### config.mk
export PLATFORM = sky130hd
export DESIGN_NAME = aad_core
export DESIGN_NICKNAME = d
export VERILOG_FILES = /design/src/aad_pkg.sv /design/src/aad_scale.sv /design/src/aad_core.sv
export SDC_FILE = /design/constraint.sdc
export NUM_CORES = 2
export LEC_CHECK = 0
export BUFFER_PORTS_ARGS = -buffer_cell sky130_fd_sc_hd__buf_2
export CAP_MARGIN = 5
export CELL_PAD_IN_SITES_DETAIL_PLACEMENT = 0
export CELL_PAD_IN_SITES_GLOBAL_PLACEMENT = 1
export CORE_MARGIN = 2
export CORE_UTILIZATION = 38
export DETAILED_ROUTE_END_ITERATION = 10
export GPL_ROUTABILITY_DRIVEN = 0
export PLACE_DENSITY_LB_ADDON = 0.2
export RECOVER_POWER = 25
export SYNTH_ARGS = -nofsm -noshare
export SYNTH_HDL_FRONTEND = slang
export SYNTH_SLANG_ARGS = --single-unit
### constraint.sdc
create_clock -name clk_i -period 9.55 [get_ports clk_i]
set_input_delay 0 -clock clk_i [delete_from_list [all_inputs] [get_ports clk_i]]
set_output_delay 0 -clock clk_i [all_outputs]
set_load 0.005 [all_outputs]
### src/aad_pkg.sv
package aad_pkg;

  // Alphabet and table geometry
  localparam int unsigned SYMBOLS      = 256;
  localparam int unsigned SYM_W        = 8;
  localparam int unsigned IDX_W        = 9;   // holds 0..SYMBOLS
  localparam int unsigned CUM_W        = 10;
  localparam int unsigned CNT_W        = 9;

  // Interval and code window
  localparam int unsigned CODE_BITS    = 64;
  localparam int unsigned WIN_BITS     = 32;
  localparam int unsigned FILL_W       = 6;
  localparam int unsigned WEIGHT_SHIFT = 9;
  localparam int unsigned Q_W          = CODE_BITS - WEIGHT_SHIFT;

  // Per-byte bookkeeping
  localparam int unsigned MAX_RESULTS  = 32;
  localparam int unsigned N_W          = 6;
  localparam int unsigned BITS_W       = 4;
  localparam int unsigned CFG_W        = 32;

  typedef enum logic [3:0] {
    S_IDLE,
    S_CHECK,
    S_BIT,
    S_SCAN,
    S_DRAIN,
    S_UPDATE,
    S_EMIT,
    S_FLUSH
  } core_state_e;

  typedef enum logic [1:0] {
    T_INIT,
    T_IDLE,
    T_INC,
    T_RESCALE
  } tbl_state_e;

  // Core to table block: count one symbol, optionally rebuild the table after
  typedef struct packed {
    logic             inc_v;
    logic [SYM_W-1:0] inc_sel;
    logic             rescale;
  } tbl_req_t;

  // Core to output register
  typedef struct packed {
    logic             valid;
    logic [SYM_W-1:0] symbol;
    logic             last;
  } out_beat_t;

endpackage

### src/aad_scale.sv
module aad_scale (
  input  logic                          clk_i,
  input  logic                          rst_ni,
  input  logic                          in_v_i,
  input  logic [aad_pkg::IDX_W-1:0]     in_idx_i,
  input  logic [aad_pkg::CUM_W-1:0]     c_i,
  input  logic [aad_pkg::Q_W-1:0]       q_i,
  input  logic [aad_pkg::WEIGHT_SHIFT-1:0] r_i,
  input  logic                          full_i,
  output logic                          out_v_o,
  output logic [aad_pkg::IDX_W-1:0]     out_idx_o,
  output logic [aad_pkg::CODE_BITS-1:0] prod_o
);
  import aad_pkg::*;

  logic [Q_W+CUM_W-1:0]          qc;
  logic [WEIGHT_SHIFT+CUM_W-1:0] rc;
  logic [CODE_BITS-1:0]          prod_d;
  logic                          v_q;
  logic [IDX_W-1:0]              idx_q;
  logic [CODE_BITS-1:0]          prod_q;

  // width * c / total, split as q*c + (r*c >> shift); full range is a plain shift
  assign qc = (Q_W+CUM_W)'(q_i) * (Q_W+CUM_W)'(c_i);
  assign rc = (WEIGHT_SHIFT+CUM_W)'(r_i) * (WEIGHT_SHIFT+CUM_W)'(c_i);

  always_comb begin
    if (full_i) prod_d = {c_i[WEIGHT_SHIFT-1:0], {Q_W{1'b0}}};
    else prod_d = qc[CODE_BITS-1:0] + CODE_BITS'(rc[WEIGHT_SHIFT+CUM_W-1:WEIGHT_SHIFT]);
  end

  always_ff @(posedge clk_i or negedge rst_ni) begin
    if (!rst_ni) v_q <= 1'b0;
    else v_q <= in_v_i;
  end

  always_ff @(posedge clk_i) begin
    idx_q  <= in_idx_i;
    prod_q <= prod_d;
  end

  assign out_v_o   = v_q;
  assign out_idx_o = idx_q;
  assign prod_o    = prod_q;

endmodule

### src/aad_core.sv
module aad_core (
  input  logic                      clk_i,
  input  logic                      rst_ni,
  input  logic                      in_valid_i,
  input  logic [7:0]                in_byte_i,
  output logic                      in_ready_o,
  input  logic [aad_pkg::CFG_W-1:0] sym_count_i,
  input  logic                      out_free_i,
  output aad_pkg::out_beat_t        out_o,
  output aad_pkg::tbl_req_t         tbl_req_o,
  input  logic                      tbl_busy_i,
  output logic [aad_pkg::IDX_W-1:0] cum_raddr_o,
  input  logic [aad_pkg::CUM_W-1:0] cum_rdata_i
);
  import aad_pkg::*;

  core_state_e st_q, st_d;

  logic [CODE_BITS-1:0] low_q, high_q;
  logic [WIN_BITS-1:0]  win_q;
  logic [FILL_W-1:0]    fill_q;
  logic [CFG_W-1:0]     dec_q;
  logic [7:0]           byte_q;
  logic [BITS_W-1:0]    bits_q;
  logic [N_W-1:0]       n_q;
  logic [IDX_W-1:0]     ra_q;
  logic [Q_W-1:0]       q_q;
  logic [WEIGHT_SHIFT-1:0] r_q;
  logic                 full_q;
  logic [SYM_W-1:0]     sel_q;
  logic [CODE_BITS-1:0] lo_b_q, hi_b_q;
  logic                 hold_v_q;
  logic [SYM_W-1:0]     hold_sym_q;
  logic                 rd_v_q;
  logic [IDX_W-1:0]     rd_idx_q;

  logic                 sc_v;
  logic [IDX_W-1:0]     sc_idx;
  logic [CODE_BITS-1:0] sc_prod;
  logic [CODE_BITS-1:0] bound;
  logic [CODE_BITS-1:0] target;
  logic [CODE_BITS-1:0] span, span_p1;
  logic                 shift_out, shift_mid, pending, dec_ok, in_bit;

  // Renormalization conditions
  assign shift_out = !high_q[CODE_BITS-1] || low_q[CODE_BITS-1];
  assign shift_mid = low_q[CODE_BITS-2] && !high_q[CODE_BITS-2];
  assign pending   = shift_out || shift_mid;
  assign dec_ok    = (n_q < N_W'(MAX_RESULTS)) && (fill_q == FILL_W'(WIN_BITS))
                     && !pending && (dec_q < sym_count_i);
  assign in_bit    = byte_q[bits_q[2:0] - 3'd1];

  assign target  = {win_q, {(CODE_BITS-WIN_BITS){1'b0}}};
  assign span    = high_q - low_q;
  assign span_p1 = span + CODE_BITS'(1);
  assign bound   = low_q + sc_prod;

  aad_scale u_scale (
    .clk_i     (clk_i),
    .rst_ni    (rst_ni),
    .in_v_i    (rd_v_q),
    .in_idx_i  (rd_idx_q),
    .c_i       (cum_rdata_i),
    .q_i       (q_q),
    .r_i       (r_q),
    .full_i    (full_q),
    .out_v_o   (sc_v),
    .out_idx_o (sc_idx),
    .prod_o    (sc_prod)
  );

  // Next state
  always_comb begin
    st_d = st_q;
    unique case (st_q)
      S_IDLE:   if (in_valid_i && !tbl_busy_i) st_d = S_CHECK;
      S_CHECK: begin
        if (dec_ok) begin
          if (!tbl_busy_i) st_d = S_SCAN;
        end else if (bits_q != '0) begin
          st_d = S_BIT;
        end else begin
          st_d = S_FLUSH;
        end
      end
      S_BIT:    st_d = S_CHECK;
      S_SCAN:   if (ra_q == IDX_W'(SYMBOLS)) st_d = S_DRAIN;
      S_DRAIN:  if (sc_v && sc_idx == IDX_W'(SYMBOLS)) st_d = S_UPDATE;
      S_UPDATE: st_d = S_EMIT;
      S_EMIT:   if (!hold_v_q || out_free_i) st_d = S_CHECK;
      S_FLUSH:  if (!hold_v_q || out_free_i) st_d = S_IDLE;
      default:  st_d = S_IDLE;
    endcase
  end

  // Outputs
  always_comb begin
    in_ready_o        = 1'b0;
    out_o             = '0;
    out_o.symbol      = hold_sym_q;
    tbl_req_o         = '0;
    tbl_req_o.inc_sel = sel_q;
    tbl_req_o.rescale = (dec_q[SYM_W-1:0] == '1);
    cum_raddr_o       = ra_q;
    unique case (st_q)
      S_IDLE:   in_ready_o = !tbl_busy_i;
      S_UPDATE: tbl_req_o.inc_v = 1'b1;
      S_EMIT:   out_o.valid = hold_v_q && out_free_i;
      S_FLUSH: begin
        out_o.valid = hold_v_q && out_free_i;
        out_o.last  = 1'b1;
      end
      default: begin
      end
    endcase
  end

  // Control registers
  always_ff @(posedge clk_i or negedge rst_ni) begin
    if (!rst_ni) begin
      st_q     <= S_IDLE;
      low_q    <= '0;
      high_q   <= '1;
      win_q    <= '0;
      fill_q   <= '0;
      dec_q    <= '0;
      bits_q   <= '0;
      n_q      <= '0;
      ra_q     <= '0;
      hold_v_q <= 1'b0;
      rd_v_q   <= 1'b0;
    end else begin
      st_q   <= st_d;
      rd_v_q <= (st_q == S_SCAN);
      unique case (st_q)
        S_IDLE: begin
          bits_q <= BITS_W'(8);
          n_q    <= '0;
        end
        S_CHECK: ra_q <= IDX_W'(1);
        S_BIT: begin
          bits_q <= bits_q - BITS_W'(1);
          if (fill_q != FILL_W'(WIN_BITS)) begin
            win_q  <= {win_q[WIN_BITS-2:0], in_bit};
            fill_q <= fill_q + FILL_W'(1);
          end else if (shift_out) begin
            low_q  <= {low_q[CODE_BITS-2:0], 1'b0};
            high_q <= {high_q[CODE_BITS-2:0], 1'b1};
            win_q  <= {win_q[WIN_BITS-2:0], in_bit};
          end else if (shift_mid) begin
            // middle straddle: drop the second bit, flip the new top
            low_q  <= {~low_q[CODE_BITS-2], low_q[CODE_BITS-3:0], 1'b0};
            high_q <= {~high_q[CODE_BITS-2], high_q[CODE_BITS-3:0], 1'b1};
            win_q  <= {~win_q[WIN_BITS-2], win_q[WIN_BITS-3:0], in_bit};
          end
        end
        S_SCAN: ra_q <= ra_q + IDX_W'(1);
        S_DRAIN: begin
        end
        S_UPDATE: begin
          low_q  <= lo_b_q;
          high_q <= hi_b_q - CODE_BITS'(1);
          dec_q  <= dec_q + CFG_W'(1);
        end
        S_EMIT: if (!hold_v_q || out_free_i) begin
          hold_v_q <= 1'b1;
          n_q      <= n_q + N_W'(1);
        end
        S_FLUSH: if (out_free_i) hold_v_q <= 1'b0;
        default: begin
        end
      endcase
    end
  end

  // Search payload: scale setup, slot compare, held result
  always_ff @(posedge clk_i) begin
    if (st_q == S_IDLE) byte_q <= in_byte_i;
    rd_idx_q <= ra_q;
    if (st_q == S_CHECK) begin
      q_q    <= span_p1[CODE_BITS-1:WEIGHT_SHIFT];
      r_q    <= span_p1[WEIGHT_SHIFT-1:0];
      full_q <= (span == '1);
      sel_q  <= '0;
      lo_b_q <= low_q;
    end else if (sc_v) begin
      if (!sc_idx[IDX_W-1] && bound <= target) begin
        sel_q  <= sc_idx[SYM_W-1:0];
        lo_b_q <= bound;
      end
      if (IDX_W'(sel_q) + IDX_W'(1) == sc_idx) hi_b_q <= bound;
    end
    if (st_q == S_EMIT && (!hold_v_q || out_free_i)) hold_sym_q <= sel_q;
  end

endmodule

# Word-level counts from Yosys, hierarchy flattened
# Cells that the tools add are included.
# totals
register_bits	523
latchBits	0
ramBits	0
rom_bits	0
output_inout_bits	30
mem_count	0
# classes
addsub	12
mul	2
div_mod_pow	0
magnitude_cmp	4
n_eq_ne	23
shift	0
mux	37
bitwise	4
reduce_logical	38
# ops
cell	n
$mux W64	10
$pmux W64 S2	2
$mux W32	3
$add A64 B1 Y64 const B	1
$add A64 B10 Y64	1
$add A64 B64 Y64	1
$eq A64 B64 Y1 const B	1
$le A64 B64 Y1	1
$mul A55 B10 Y64	1
$sub A64 B1 Y64 const B	1
$sub A64 B64 Y64	1
$add A32 B1 Y32 const B	1
$lt A32 B32 Y1	1
$pmux W4 S8	1
$mux W4	7
$mul A9 B10 Y19	1
$eq A9 B9 Y1 const B	2
$pmux W9 S2	1
$eq A4 B3 Y1 const B	4
$reduce_bool A2 Y1	7
$add A6 B1 Y6 const B	2
$ne A2 B2 Y1 const B	6
$pmux W6 S2	1
$reduce_and A2 Y1	5
other kinds (30)	58

# Logic depth before layout (Yosys ltp)
# depth
word_depth	8
depth_mapped	42
mapped_depth_nobuf	40

# Modules after synthesis
# From an unflattened synthesis, not the netlist that was laid out.
# hier_totals
hier_cells	5865
area_unflattened_um2	52232.6
# by_module_without_submodules
module	n_inst	cells_per_inst	area_each_um2	seq_area_each_um2
aad_core	1	3292	29838.6	12251.8
aad_scale	1	2573	22394.0	1486.4

# Worst setup path before layout
# No wires, ideal clock.
# synth_timing
path_kind	reg-to-reg
from	register r_q[0]
to	register u_scale.prod_q[58] (netlist: u_scale.prod_o[58])
setup_ns	0.121
arrival_ns	8.735
required_time_ns	9.429
setup_slack_ns	0.694
path_stages_with_launch	39
cell_sequence	edfxtp_1 -> clkbuf_1 -> nand2_1 -> fa_1 -> inv_1 -> fa_1 -> ha_1 -> inv_1 -> fa_1 -> inv_1 -> ha_1 -> nand4_1 -> o21bai_1 -> a21o_1 -> a21o_1 -> a21oi_1 -> nor2b_1 -> o21ai_0 -> [3 not listed] -> o21ba_2 -> xnor2_1 -> fa_1 -> inv_1 -> fa_1 -> fa_1 -> inv_1 -> ha_1 -> and2_1 -> o211ai_1 -> a211oi_1 -> nor3_1 -> o21ai_0 -> a21oi_1 -> o22ai_1 -> mux2i_1 -> o311ai_0 -> mux2_2
# synth_between
elab_chain_len	3
# synth_lines
item	line_no	text
start, declared	aad_core.sv:28	logic [WEIGHT_SHIFT-1:0] r_q;
start signal, assigned	aad_core.sv:182	r_q <= span_p1[WEIGHT_SHIFT-1:0];
$mul A9 B10 Y19	aad_scale.sv:25	assign rc = (WEIGHT_SHIFT+CUM_W)'(r_i) * (WEIGHT_SHIFT+CUM_W)'(c_i);
$add A64 B10 Y64	aad_scale.sv:29	else prod_d = qc[CODE_BITS-1:0] + CODE_BITS'(rc[WEIGHT_SHIFT+CUM_W-1:WEIGHT_SHIFT]);
$mux W64	aad_scale.sv:28	if (full_i) prod_d = {c_i[WEIGHT_SHIFT-1:0], {Q_W{1'b0}}};
named net u_scale.prod_d[58]	aad_scale.sv:18	logic [CODE_BITS-1:0] prod_d;
end signal, assigned	aad_scale.sv:39	prod_q <= prod_d;
end, declared	aad_scale.sv:21	logic [CODE_BITS-1:0] prod_q;
# The timed path passes the listed nets, and every way through them passes these cells.
# A chain may end at the register's enable or synchronous reset.

# Final worst setup path
# layout_timing
from	register r_q[4]
to	register u_scale.prod_q[61] (netlist: u_scale.prod_o[61])
# The elaborated chain is that of the path after synthesis.

==> flow_summary.toml <==
[outcome]
run_status = "finished with violations"
violations = "max-capacitance violations, max-slew violations"

[routing]
via_count = 40580
wl_met2_um = 75760
wl_met3_um = 4722
viasPerCell = 5.291
ant_nets = 0
dr.pass1.iters = 7
post_drt_wl_per_cell_um = 19.97
dr.first_iter.drc_count = 2439
top_layer_used = "met5"
wl_met1_um = 68860
remaining_drc_errors = 0
wl_um = 153100

[global_routing]
grt_max_degree = 179
antenna_found_initial = 4
grt_usage = 0.2192
grt_pass1_vias = 41130
grt_pass1_wl_um = 242400
overflow = 0

[setup_path]
worstPathArrival_ns = 9.65
slowest_stage = "fa_1"
start_kind = "register"
rrSetupSlack_ns = 0.41
worstSetupEndpointType = "register"
critPathMaxFanout = 6
critPathRequiredTime_ns = 10.06
cp_common_cell = "fa_1"
max_stage_delay_ns = 0.54
worstSetupPathType = "register to register"

[sta]
hold_viol = 0
worstMarginPinSlew_ns = 3.413
drv_slew = 228
finalSetupTns_ns = 0
skew_ns = 0.02520
slew_headroom = -1.275
fin_crit_sh = 0.9571
period_needed_ns = 9.140
fmax_mhz = 109.4
setup_viol = 0

[floorplan]
coreArea_um2 = 137000
ios = 85
fp.dieH_um = 375.0
die_area_um2 = 140600
row_count = 136
die_w_um = 375.0
start_util = 0.3818

[cts]
cts_tree = "done"
cts_made_buffers = 67
cts_buffer_depth = 3
cts_htree_levels = 3
clk_transition_reported_paths_ns = 0.06
clkSinkCount = 522
clk_latency_ns = 0.67
cts-root-buf = "clkbuf_16"

[yosys]
synth_enable_flop_cells = 209
synth-main-ff-cell = "edfxtp_1"
synth.distinct_cells = 117
synth.yosys.seq_area_share = 0.2627
netlist_area_um2 = 52310
synth_largest_area_cell = "fa_1"
synthCells = 5842
ys_async_sr_fraction = 0.4272
avgSynthCellArea_um2 = 8.953
synth_common_cells = "nand2_1, inv_1, fa_1, ha_1, a21oi_1"
ys_warn_count = 0
synthesis.nets = 6768
synth.most_common_cell = "nand2_1"
yosysTopAreaCellShare = 0.1872
synth_area_leaders = "fa_1, edfxtp_1, ha_1"
ys_seq_elements = 522

[worst_hold_path]
hp-class = "primary input to register"

[final_layout]
drive_gt1_frac = 0.07574
n_antenna_cell = 0
final_core_util = 0.4178
area_delta_synth_final_pct = 9.415
final_nets = 6746

[place]
dp.final_hpwl_um = 118000
portBuffers = 84

[job]
maxCapViolations = 3
-- layer usage --
| metal | GRT usage | up-vias |
|---|---|---|
| met2 | 0.3811 | 698 |
| met4 | 0.05501 | 2 |
| met3 | 0.02293 | 167 |
| met5 | 0 | - |
| met1 | 0.2908 | 20160 |
| li1 | - | 19550 |
-- per-stage QoR --
stage,hold slack (ns),worst slack [ns],area [µm²],instances
finish,0.1385,0.4099,57230,7669
global route,0.1735,-0.007081,57230,7669
CTS,0.08596,0.02542,57210,7667
detailed placement,0.1205,-0.001389,54620,7521
global placement,0.1310,0.08336,54620,7521
floorplan,-0.2956,0.6942,52310,5842
-- final timing paths --
check	depth (start not counted)	startpoint	to
setup / recovery	36	r_q[4]	u_scale.prod_o[61]
hold / removal	8	sym_count_i[31]	st_q[0]
setup reg to reg	36	r_q[4]	u_scale.prod_o[61]
hold reg to reg	0	rd_idx_q[4]	u_scale.out_idx_o[4]
max in group asynchronous	4	rst_ni	low_q[8]
min in group asynchronous	3	rst_ni	fill_q[5]
-- sequential cells by signal (all words and copies together), names as in the netlist, 8 cells and up --
register           cells
r_q                    9
win_q                 32
hi_b_q                64
u_scale.prod_o        64
cum_raddr_o            9
low_q                 64
u_scale.out_idx_o      9
rd_idx_q               9
dec_q                 32
hold_sym_q             8
high_q                64
q_q                   55
lo_b_q                64
sel_q                  8
byte_q                 8
-- critical path: cells and delay by family, from the launching register on --
kind	cells	cell delay, ns
adders and majority gates	9	4.02
AOI/OAI and AO/OA	15	2.78
and+or+nand+nor	3	0.76
buffers and inverters	7	0.71
DFF	1	0.48
xor gates and xnor gates	2	0.23
-- cell type report --
cell class | instances | area, µm²
Multi-Input combinational cell | 4376 | 35070
Tap cell | 1794 | 2245
Sequential cell | 522 | 13740
Fill cell | 13630 | 79750
Timing Repair Buffer | 198 | 1361
Inverter | 655 | 2464
Clock buffer | 92 | 1927
Clock inverter | 32 | 426.7
-- cell families after synthesis --
kind of cell	share of synthesized area
compound gates	0.1416
xor+xnor	0.05533
fa+ha+maj	0.2785
buf+inv	0.06908
flops	0.2627
mux	0.008181
simple gates	0.1846
-- repair_timing --
item / in CTS / in global routing
hold buffers: 22 / 0
cloned: 0 / 0
gates resized for setup: 1 / 16
hold endpoints to repair: 122 / 0
endpoints found under the setup margin: 1 / 56
setup buffers: 0 / 2
pin swaps: 0 / 3
-- cell usage in the layout (no fill, tap or decap), types with 87 or more instances in the layout --
| master | n |
|---|---|
| dfrtp_1 | 159 |
| nand2_1 | 743 |
| o21ai_0 | 281 |
| nor2_1 | 366 |
| ha_1 | 382 |
| nand3_1 | 87 |
| edfxtp_1 | 209 |
| xor2_1 | 123 |
| xnor2_1 | 200 |
| buf_4 | 87 |
| and2_1 | 320 |
| inv_1 | 653 |
| a21oi_1 | 365 |
| a21o_1 | 144 |
| fa_1 | 489 |
| dfxtp_1 | 90 |
Power is not shown: default switching activity piles up to over one toggle a cycle in this logic, so the estimate is an artifact.
